==> src/hdl/uds_pkg.sv <==
package uds_pkg;

    // Alphabet and score widths
    localparam int unsigned ALPHABET_SIZE  = 13;
    localparam int unsigned SYMBOL_WIDTH   = 4;
    localparam int unsigned SUBST_WIDTH    = 5;
    localparam int unsigned SCORE_WIDTH    = 20;
    localparam int unsigned PRIOR_WIDTH    = 16;
    localparam int unsigned COMBINED_WIDTH = 22;

    // Stream word widths
    localparam int unsigned IN_DATA_WIDTH  = 24;
    localparam int unsigned OUT_DATA_WIDTH = 48;

    // Wildcard symbol; any code above it is scored as the wildcard
    localparam logic [SYMBOL_WIDTH-1:0] WILDCARD_CODE = 4'd12;

    localparam logic [SCORE_WIDTH-1:0] SCORE_CEILING = '1;

    typedef logic [SYMBOL_WIDTH-1:0]        symbol_t;
    typedef logic signed [SUBST_WIDTH-1:0]  subst_t;
    typedef logic [SCORE_WIDTH-1:0]         score_t;

    // Substitution table, row is the query symbol, column the target symbol
    localparam subst_t SUBST_ROM [ALPHABET_SIZE][ALPHABET_SIZE] = '{
        '{  5'sd8,  5'sd3, -5'sd2,  5'sd2, -5'sd2, -5'sd4, -5'sd6, -5'sd8, -5'sd2, -5'sd5,
           -5'sd7, -5'sd5, -5'sd1 },
        '{  5'sd3,  5'sd6,  5'sd0, -5'sd2, -5'sd4, -5'sd3, -5'sd3, -5'sd5, -5'sd5, -5'sd3,
           -5'sd5, -5'sd7, -5'sd1 },
        '{ -5'sd2,  5'sd0,  5'sd7,  5'sd4, -5'sd1,  5'sd1,  5'sd0, -5'sd3, -5'sd4, -5'sd2,
           -5'sd3, -5'sd5,  5'sd0 },
        '{  5'sd2, -5'sd2,  5'sd4,  5'sd8,  5'sd3, -5'sd2, -5'sd4, -5'sd7, -5'sd1, -5'sd3,
           -5'sd5, -5'sd2, -5'sd1 },
        '{ -5'sd2, -5'sd4, -5'sd1,  5'sd3,  5'sd6,  5'sd2, -5'sd4, -5'sd6,  5'sd0, -5'sd2,
           -5'sd3, -5'sd2, -5'sd3 },
        '{ -5'sd4, -5'sd3,  5'sd1, -5'sd2,  5'sd2,  5'sd6,  5'sd0, -5'sd3, -5'sd3, -5'sd1,
           -5'sd2, -5'sd4, -5'sd3 },
        '{ -5'sd6, -5'sd3,  5'sd0, -5'sd4, -5'sd4,  5'sd0,  5'sd3, -5'sd2, -5'sd4,  5'sd0,
           -5'sd1, -5'sd5, -5'sd2 },
        '{ -5'sd8, -5'sd5, -5'sd3, -5'sd7, -5'sd6, -5'sd3, -5'sd2,  5'sd0, -5'sd6, -5'sd2,
           -5'sd3, -5'sd8, -5'sd3 },
        '{ -5'sd2, -5'sd5, -5'sd4, -5'sd1,  5'sd0, -5'sd3, -5'sd4, -5'sd6,  5'sd6,  5'sd2,
           -5'sd2,  5'sd1, -5'sd3 },
        '{ -5'sd5, -5'sd3, -5'sd2, -5'sd3, -5'sd2, -5'sd1,  5'sd0, -5'sd2,  5'sd2,  5'sd5,
            5'sd0, -5'sd2, -5'sd2 },
        '{ -5'sd7, -5'sd5, -5'sd3, -5'sd5, -5'sd3, -5'sd2, -5'sd1, -5'sd3, -5'sd2,  5'sd0,
            5'sd6,  5'sd3,  5'sd0 },
        '{ -5'sd5, -5'sd7, -5'sd5, -5'sd2, -5'sd2, -5'sd4, -5'sd5, -5'sd8,  5'sd1, -5'sd2,
            5'sd3,  5'sd7, -5'sd2 },
        '{ -5'sd1, -5'sd1,  5'sd0, -5'sd1, -5'sd3, -5'sd3, -5'sd2, -5'sd3, -5'sd3, -5'sd2,
            5'sd0, -5'sd2,  5'sd9 }
    };

    // Map out-of-range codes onto the wildcard
    function automatic symbol_t clamp_symbol(input symbol_t code);
        return (code > WILDCARD_CODE) ? WILDCARD_CODE : code;
    endfunction

    // Table lookup for one aligned pair
    function automatic subst_t pair_score(input symbol_t query, input symbol_t target);
        symbol_t q;
        symbol_t t;
        q = clamp_symbol(query);
        t = clamp_symbol(target);
        return SUBST_ROM[q][t];
    endfunction

endpackage

==> src/hdl/ungapped_diagonal_score.sv <==
// Ungapped local score of one alignment diagonal. Each input word carries one
// aligned residue pair (or none, flagged in tuser) of a 13-letter structural
// alphabet; the pair is scored from a fixed substitution table and added to a
// running score that is clamped at zero and saturates at 2^20-1, while the best
// running score is tracked. On the word marked by tlast one output word is
// produced with the best score and that score plus the prior score carried on
// the last word; both scores are then cleared for the next diagonal. One word
// is taken every clock cycle unless input is held back; the score update is a
// single combinational table lookup, add, clamp and compare. A result is
// registered in the output register when its last word leaves the input
// register. Input is held back only when a last word waits in the input
// register while an earlier result still sits unread in the output register.
module ungapped_diagonal_score
(
    input  logic                                 clk,
    input  logic                                 rst_n,

    input  logic                                 s_axis_tvalid,
    output logic                                 s_axis_tready,
    // [3:0] query_symbol, [7:4] target_symbol, [23:8] prior_score
    input  logic [uds_pkg::IN_DATA_WIDTH-1:0]    s_axis_tdata,
    // [0] pair_present
    input  logic                                 s_axis_tuser,
    input  logic                                 s_axis_tlast,

    output logic                                 m_axis_tvalid,
    input  logic                                 m_axis_tready,
    // [19:0] diagonal_score, [41:20] combined_score, [47:42] zero
    output logic [uds_pkg::OUT_DATA_WIDTH-1:0]   m_axis_tdata
);

    // Input register
    logic                                  in_valid_reg;
    uds_pkg::symbol_t                      query_reg;
    uds_pkg::symbol_t                      target_reg;
    logic                                  present_reg;
    logic                                  last_reg;
    logic signed [uds_pkg::PRIOR_WIDTH-1:0] prior_reg;

    // Diagonal state
    uds_pkg::score_t                       running_reg;
    uds_pkg::score_t                       best_reg;
    uds_pkg::score_t                       running_next;
    uds_pkg::score_t                       best_next;

    // Output register
    logic                                  out_valid_reg;
    uds_pkg::score_t                       diag_out_reg;
    logic [uds_pkg::COMBINED_WIDTH-1:0]    combined_out_reg;

    logic                                  in_advance;
    logic                                  in_accept;
    logic                                  out_take;
    uds_pkg::subst_t                       subst;
    logic signed [uds_pkg::SCORE_WIDTH+1:0] sum;
    logic signed [uds_pkg::COMBINED_WIDTH-1:0] combined;

    // The input register moves on unless a last word would overwrite an unread result
    assign out_take      = out_valid_reg & m_axis_tready;
    assign in_advance    = in_valid_reg & (~last_reg | ~out_valid_reg | m_axis_tready);
    assign s_axis_tready = ~in_valid_reg | in_advance;
    assign in_accept     = s_axis_tvalid & s_axis_tready;

    always_ff @(posedge clk or negedge rst_n)
    begin
        if (!rst_n)
        begin
            in_valid_reg <= 1'b0;
        end
        else if (in_accept)
        begin
            in_valid_reg <= 1'b1;
        end
        else if (in_advance)
        begin
            in_valid_reg <= 1'b0;
        end
    end

    always_ff @(posedge clk)
    begin
        if (in_accept)
        begin
            query_reg   <= s_axis_tdata[3:0];
            target_reg  <= s_axis_tdata[7:4];
            prior_reg   <= s_axis_tdata[23:8];
            present_reg <= s_axis_tuser;
            last_reg    <= s_axis_tlast;
        end
    end

    // Score update: table lookup, add, clamp at zero and the ceiling, track the best
    always_comb
    begin
        subst = uds_pkg::pair_score(query_reg, target_reg);
        sum   = $signed({2'b00, running_reg}) + (uds_pkg::SCORE_WIDTH + 2)'(subst);
        running_next = running_reg;
        if (present_reg)
        begin
            if (sum <= 0)
            begin
                running_next = '0;
            end
            else if (sum[uds_pkg::SCORE_WIDTH])
            begin
                running_next = uds_pkg::SCORE_CEILING;
            end
            else
            begin
                running_next = sum[uds_pkg::SCORE_WIDTH-1:0];
            end
        end
        best_next = (running_next > best_reg) ? running_next : best_reg;
        combined  = uds_pkg::COMBINED_WIDTH'(prior_reg)
                  + $signed({2'b00, best_next});
    end

    always_ff @(posedge clk or negedge rst_n)
    begin
        if (!rst_n)
        begin
            running_reg <= '0;
            best_reg    <= '0;
        end
        else if (in_advance)
        begin
            if (last_reg)
            begin
                running_reg <= '0;
                best_reg    <= '0;
            end
            else
            begin
                running_reg <= running_next;
                best_reg    <= best_next;
            end
        end
    end

    // Result word for the end of a diagonal
    always_ff @(posedge clk or negedge rst_n)
    begin
        if (!rst_n)
        begin
            out_valid_reg <= 1'b0;
        end
        else if (in_advance && last_reg)
        begin
            out_valid_reg <= 1'b1;
        end
        else if (out_take)
        begin
            out_valid_reg <= 1'b0;
        end
    end

    always_ff @(posedge clk)
    begin
        if (in_advance && last_reg)
        begin
            diag_out_reg     <= best_next;
            combined_out_reg <= combined;
        end
    end

    assign m_axis_tvalid = out_valid_reg;
    assign m_axis_tdata  = {6'b0, combined_out_reg, diag_out_reg};

endmodule

==> config.mk <==
export PLATFORM = sky130hd
export DESIGN_NAME = ungapped_diagonal_score
export DESIGN_NICKNAME = d
export VERILOG_FILES = /design/src/hdl/uds_pkg.sv /design/src/hdl/ungapped_diagonal_score.sv
export SDC_FILE = /design/constraint.sdc
export NUM_CORES = 1
export LEC_CHECK = 0
export BUFFER_PORTS_ARGS = -buffer_cell sky130_fd_sc_hd__buf_4
export CORE_ASPECT_RATIO = 0.8
export CORE_MARGIN = 4
export CORE_UTILIZATION = 50
export CTS_BUF_LIST = sky130_fd_sc_hd__clkbuf_8 sky130_fd_sc_hd__clkbuf_16
export DETAILED_ROUTE_END_ITERATION = 8
export PLACE_DENSITY = 0.72
export SLEW_MARGIN = 20
export SYNTH_ARGS = -nofsm -noshare
export SYNTH_HDL_FRONTEND = slang
export SYNTH_SLANG_ARGS = --single-unit
==> constraint.sdc <==
create_clock -name clk -period 9.25 [get_ports clk]
set_input_delay 0.925 -clock clk [delete_from_list [all_inputs] [get_ports clk]]
set_output_delay 0.925 -clock clk [all_outputs]
set_load 0.02 [all_outputs]
---- Word level (Yosys, flattened, before mapping) ----
Memories as Yosys holds them, arrays and structs flattened.
Index checks and enable logic that the tools add are counted.
storage, ports and cells
  bits in registers ....................... 110
  bits in read-only memories .............. 1,040
  output and inout port bits .............. 50
  memories ................................ 1
  input port bits ......................... 30
operators by class
  add/subtract/negate cells ............... 2
  reductions and logical operators ........ 3
  magnitude comparators ................... 6
  multiplexer cells ....................... 17
  bitwise gates (word level) .............. 11
memory list
  name             words  bits a word  read ports  clocked after memory_dff  write ports  line           text
  (no name shown)  16     65           1           0                         0            uds_pkg.sv:65  return SUBST_ROM[q][t];
operators by type and width
  kind                                                                               count
  65-bit 2-to-1 mux                                                                  2
  20-bit 2-to-1 mux                                                                  6
  16-bit by 21-bit adder with 22-bit output                                          1
  21-bit by 5-bit adder with 22-bit output                                           1
  22-bit by 1-bit less-or-equal comparator with 1-bit output, second input constant  1
  5-bit binary-select mux with 4-bit select                                          1
  20-bit > comparator                                                                1
  5-bit >= comparator, second input constant                                         2
  5-bit 2-to-1 mux                                                                   2
  4-bit inverter with 5-bit output                                                   2
  4-bit > comparator, second input constant                                          2
  4-bit 2-to-1 mux                                                                   2
  1-bit 2-to-1 mux                                                                   4
  2-bit nonzero test                                                                 2
  1-bit AND                                                                          3
  1-bit inverter                                                                     3
  1-bit bitwise OR                                                                   3
  1-bit logical AND                                                                  1

---- Logic depth before layout (Yosys ltp) ----
  depth after elaboration ................. 16
  depth in mapped cells ................... 49

---- Least setup slack after synthesis ----
Ideal clock, no wire load.
  path type ............................... reg-to-reg
  start ................................... register query_reg[2]
  end ..................................... register combined_out_reg[20] (netlist name) (data pin)
  library setup time ...................... 265 ps
  buffers on the path ..................... 7
  clock period less this slack ............ 9,579 ps
  setup slack ............................. -329 ps
  arrival ................................. 9,315 ps
  cell stages (with the launch flop) ...... 44
  cells stage by stage .................... edfxtp_1 buf_4 clkbuf_1 clkbuf_1 a21oi_1 inv_1 ha_1 buf_2 mux2_2 a22oi_1 nor2_1 a211o_1 a311oi_4 ha_1 a21oi_1 o21ai_0 o211a_1 o31ai_1 [8 not listed] nand3_1 or4_1 and3_1 a22o_1 buf_1 clkbuf_1 mux2_2 ha_1 fa_1 nand2_1 a21oi_1 o21ai_0 a31oi_1 a21boi_0 a21oi_1 a211o_1 a21oi_1 xnor2_1
on the way
  cells in the longest elaborated chain, start to end .. 16
  elaborated cells between the ends (all ways) .. 17
RTL lines
  item                                                                                                    line                                                            text
  start, declared                                                                                         ungapped_diagonal_score.sv:34                                   uds_pkg::symbol_t query_reg;
  start signal, assigned                                                                                  ungapped_diagonal_score.sv:84                                   query_reg <= s_axis_tdata[3:0];
  4-bit > comparator                                                                                      uds_pkg.sv:56                                                   return (code > WILDCARD_CODE) ? WILDCARD_CODE : code;
  4-bit 2-to-1 mux *                                                                                      uds_pkg.sv:56
  4-bit inverter with 5-bit output (implied by the code) *                                                uds_pkg.sv:65
  memory read 16 x 65 bit *                                                                               -
  65-bit 2-to-1 mux (implied by the code) * (2 in series)                                                 uds_pkg.sv:65
  5-bit binary-select mux with 4-bit select *                                                             uds_pkg.sv:65
  5-bit 2-to-1 mux (implied by the code) * (2 in series)                                                  uds_pkg.sv:65
  21-bit by 5-bit adder with 22-bit output *                                                              ungapped_diagonal_score.sv:96                                   sum = $signed({2'b00, running_reg}) + (uds_pkg::SCORE_WIDTH + 2)'(subst);
  22-bit by 1-bit less-or-equal comparator with 1-bit output / 20-bit 2-to-1 mux (equally long branches)  ungapped_diagonal_score.sv:100, ungapped_diagonal_score.sv:104
  20-bit 2-to-1 mux *                                                                                     ungapped_diagonal_score.sv:100                                  if (sum <= 0)
  20-bit 2-to-1 mux *                                                                                     ungapped_diagonal_score.sv:98                                   if (present_reg)
  20-bit > comparator                                                                                     ungapped_diagonal_score.sv:113                                  best_next = (running_next > best_reg) ? running_next : best_reg;
  20-bit 2-to-1 mux *                                                                                     ungapped_diagonal_score.sv:113
  net best_next[0]                                                                                        ungapped_diagonal_score.sv:44                                   uds_pkg::score_t best_next;
  16-bit by 21-bit adder with 22-bit output *                                                             ungapped_diagonal_score.sv:115                                  + $signed({2'b00, best_next});
  net combined, one bit                                                                                   ungapped_diagonal_score.sv:56                                   logic signed [uds_pkg::COMBINED_WIDTH-1:0] combined;
  end signal, assigned                                                                                    ungapped_diagonal_score.sv:162                                  combined_out_reg <= combined;
  end, declared                                                                                           ungapped_diagonal_score.sv:49                                   logic [uds_pkg::COMBINED_WIDTH-1:0] combined_out_reg;
The timed path passes the listed nets; every way through them passes the cells marked *. The select of a mux whose other input is x is not followed.
A chain may end at the register's enable or synchronous reset.

---- Worst setup path after layout ----
  start ................................... register query_reg[2]
  end ..................................... register combined_out_reg[17] (netlist name) (data pin)
Same word-level chain as after synthesis.

==> impl_summary.md <==
Run status
The run finished with clean final reports.

CTS
The maximum buffer depth of the clock tree is 2. The worst-skew pair later-pin latency is 360 ps. The TritonCTS clock tree is yes. The H-tree was split into 3 levels. The cell sitting at the root of the clock tree is a sky130_fd_sc_hd__clkbuf_16. The clock-pin transition on the worst setup and hold timing paths is 70 ps.

TritonCTS created 9 clock buffers. For this design, the sink count on the clock tree is 110.

Synthesis
Of all cell types, the one taking the most synthesized area is sky130_fd_sc_hd__edfxtp_1. The most used flip-flop cell after synthesis is sky130_fd_sc_hd__edfxtp_1. The count of yosys warnings during synthesis is 0.

Of all flip-flops after synthesis, the portion carrying an async set or reset was 38.2%. The number of storage elements in the synthesis netlist is 110. Synthesis produced 843 cells. The count of unique library cells instantiated by Yosys is 76.

For this run, the register share of the synthesized area comes to 38.4%. The average footprint of a synthesized cell is 9.55 um^2. In this run, synthesis inferred 68 flip-flops with an integrated enable. In the post-synthesis netlist, the biggest area contributors are sky130_fd_sc_hd__edfxtp_1 25%, sky130_fd_sc_hd__dfrtp_1 13%, sky130_fd_sc_hd__ha_1 11%. After synthesis the cells add up to 8050 um^2.

The area share of the largest cell type after synthesis is 25.4%.

Global route
The aggregate global routing overflow is 0. Global routing consumed, over all layers together, 23.3% of the routing resources. Entering global routing, the biggest net connects 43 pins. The initial antenna violation count is 0. The via count of the first global-routing pass is 6535. The first global-routing pass estimated 34.1 mm of wire.

Setup path
STA classifies the critical path endpoint as a flop. The critical path endpoint is combined_out_reg[17]$_DFFE_PP_. Counting cells, the worst reg-to-reg path comes to 38. The cell with the largest stage delay on the worst path is sky130_fd_sc_hd__or4_1. For the worst setup path, the data arrival time is 8930 ps.

The largest delay contributor family on the critical path is compound AO/OA/AOI/OAI gates. The launching element of the worst setup path is query_reg[2]$_DFFE_PP_. The worst register-to-register path ends at combined_out_reg[17]$_DFFE_PP_.

The nature of the critical path startpoint is a flop. STA puts the critical path data required time at 9360 ps. The maximum fanout count along the critical path is 7.

For flop-to-flop paths, the worst setup slack is 430 ps. Together, buffers and inverters on the worst path number 5. The logic depth of the worst setup path including buffers is 38. By startpoint and endpoint, the worst setup path is classified as reg2reg.

Counting stages on the worst path, the most repeated cell is sky130_fd_sc_hd__buf_4. For this run, the slowest stage of the critical path takes 570 ps. The startpoint identified for the worst register-to-register timing path is query_reg[2]$_DFFE_PP_.

Drt
The number of design-rule violations left by the first detailed-router iteration is 607. After detailed routing, the wire length on met1 is 10.4 mm. The average wire per cell in the routed design is 17.9 um. The post-detailed-route count of antenna-violating nets is 0. The total length of routed wires is 20.8 mm. The detail-routed via count per cell is 5.90. The count of TritonRoute iterations in the first routing pass is 5.

The total number of vias is 6833. Summed over all nets, wire length on met2 after detailed routing comes to 8.73 mm. For this run, design rule violations remaining after detail routing come to 0. The highest routed metal layer is met4. The routed design uses 1.53 mm of met3 wire.

Final layout
The register with the most flip-flops in the layout has 22 of them. The number of inserted diodes is 0. In the final design database the tool counted 1040 nets. The fraction of layout instances using a drive strength above 1 is 24.5%.

In the layout the commonest cells are 124 x sky130_fd_sc_hd__buf_4, 68 x sky130_fd_sc_hd__edfxtp_1, 67 x sky130_fd_sc_hd__nand2_1, 58 x sky130_fd_sc_hd__inv_1, 57 x sky130_fd_sc_hd__ha_1. The finished cells cover 9600 um^2. From synthesis to final layout, the design area changed by 19.3%. The utilization after layout is 60.8%. The most common cell after layout, fill and taps aside is sky130_fd_sc_hd__buf_4. The filler cell count is 1331.

STA
Of the available clock period, the critical path in the final layout requires 95.4%. The hold violation total from the final report is 0. The shortest period the worst path allows is 8820 ps. The headroom to the max-slew limit is 32.3%.

The transition at the pin with the smallest max-transition slack is 1010 ps. The final setup violation count is 0. The final worst setup slack is 425 ps. Static timing analysis puts the maximum clock frequency at 0.113 GHz. The count of final max-slew check failures is 0. The final worst hold slack is 517 ps. The setup skew after layout is 10.5 ps.

Die
For this configuration, the core starts out at a cell density of 51.0%. The height of the die is 122 um. The cell row count is 41. The floorplan step defined a core boundary enclosing 15800 um^2. The width of the chip is 150 um.

The full die area is 18200 um^2. During I/O placement, the number of pins put on the boundary was 80.

Power
The peak supply drop is 0.255 mV. The total power divided by cell area is 334 nW/um^2. The leakage power is 4.05 nW.

Place
Routability-driven placement finished with a final weighted congestion of 0.966. The placed instances occupy a cell area of 9110 um^2. Input and output buffers added on the ports amount to 73. Prior to clock tree synthesis, the placed netlist has a worst setup slack of 165 ps. The HPWL reported at the end of detailed placement is 15.2 mm.

Run
The number of max-capacitance violations reported is 0.

Min path
The path category of the worst min-delay check is reg2reg.
[metal layers]
layer	vias up	GRT usage (%)
met3	14	5.27
met5	-	0
met4	0	4.23
met1	3237	36.6
li1	3337	-
met2	245	33.1
[cells by family after synthesis]
logic type / count (synthesis) / synth area share [%]
adders and majority gates: 72 / 11.4
buffers and inverters: 112 / 5.94
AOI/OAI and AO/OA: 289 / 25.1
DFF: 110 / 38.4
muxes: 25 / 3.43
and+or+nand+nor: 199 / 11.8
xor gates and xnor gates: 35 / 3.90
other: 1 / 0.0466
[synth_stat cells, types with 4 or more instances]
cell and n:
sky130_fd_sc_hd__nor2b_1 8, sky130_fd_sc_hd__o21bai_1 5, sky130_fd_sc_hd__o221ai_1 5, sky130_fd_sc_hd__xnor2_1 19, sky130_fd_sc_hd__and3_1 6, sky130_fd_sc_hd__a22o_1 6
sky130_fd_sc_hd__o31ai_1 17, sky130_fd_sc_hd__clkbuf_1 29, sky130_fd_sc_hd__a211oi_1 10, sky130_fd_sc_hd__edfxtp_1 68, sky130_fd_sc_hd__nor2_1 50, sky130_fd_sc_hd__or2_2 6
sky130_fd_sc_hd__ha_1 70, sky130_fd_sc_hd__o21ai_0 55, sky130_fd_sc_hd__a21oi_1 56, sky130_fd_sc_hd__buf_4 7, sky130_fd_sc_hd__nand4_1 7, sky130_fd_sc_hd__o22ai_1 13
sky130_fd_sc_hd__nand2b_1 7, sky130_fd_sc_hd__o21a_1 11, sky130_fd_sc_hd__buf_2 7, sky130_fd_sc_hd__buf_1 4, sky130_fd_sc_hd__mux2i_1 4, sky130_fd_sc_hd__xor2_1 15
sky130_fd_sc_hd__a22oi_1 5, sky130_fd_sc_hd__inv_1 62, sky130_fd_sc_hd__nand2_1 69, sky130_fd_sc_hd__a211o_1 4, sky130_fd_sc_hd__a32o_1 20, sky130_fd_sc_hd__nor3_1 10
sky130_fd_sc_hd__dfrtp_1 42, sky130_fd_sc_hd__o22ai_2 9, sky130_fd_sc_hd__nand3_1 17, sky130_fd_sc_hd__o21ai_1 7, sky130_fd_sc_hd__a31oi_1 8, sky130_fd_sc_hd__a21o_1 14
sky130_fd_sc_hd__mux2_2 21, sky130_fd_sc_hd__o211ai_1 16
[how the worst min path moves through the flow]
stage / startpoint / to / cells past startpoint / slack, ps
floorplan: running_reg[4]$_DFFE_PN0P_ / running_reg[4]$_DFFE_PN0P_ / 2 / 470
global route: best_reg[7]$_DFFE_PN0P_ / best_reg[7]$_DFFE_PN0P_ / 1 / 540
CTS: best_reg[15]$_DFFE_PN0P_ / best_reg[15]$_DFFE_PN0P_ / 1 / 520
finish: best_reg[10]$_DFFE_PN0P_ / best_reg[10]$_DFFE_PN0P_ / 1 / 520
detailed placement: best_reg[15]$_DFFE_PN0P_ / best_reg[15]$_DFFE_PN0P_ / 1 / 500
global placement: best_reg[9]$_DFFE_PN0P_ / best_reg[9]$_DFFE_PN0P_ / 1 / 500
[where the power goes]
group	total, W	switching, W	internal (W)
clock	0.000362	0.000178	0.000184
combinational	0.00202	0.00110	0.000917
sequential	0.000823	0.0000825	0.000740
total	0.00320	0.00136	0.00184
[stage by stage]
stage,power (W),TNS (ps),std cells
after floorplan,0.00224,0,848
after global placement,0.00274,0,1132
after detailed placement,0.00276,0,1132
after CTS,0.00314,0,1148
after global routing,0.00346,-11.7,1158
final,0.00320,0,1158
[what timing repair did]
item                                    in CTS  in global routing
resized for setup                            0                 32
buffers inserted                             0                  9
endpoints found under the setup margin       0                 10
hold buffers                                 0                  0
[final cells by class]
cell class	count	area [um^2]	area share, %
clock inverters	7	46.3	0.482
inverters	62	236	2.46
multi-input cells	626	4740	49.4
clock buffers	9	225	2.34
flip-flops and latches	110	3090	32.2
repair buffers	129	991	10.3
well taps	215	269	2.80
(Power assumes the default switching activity.)
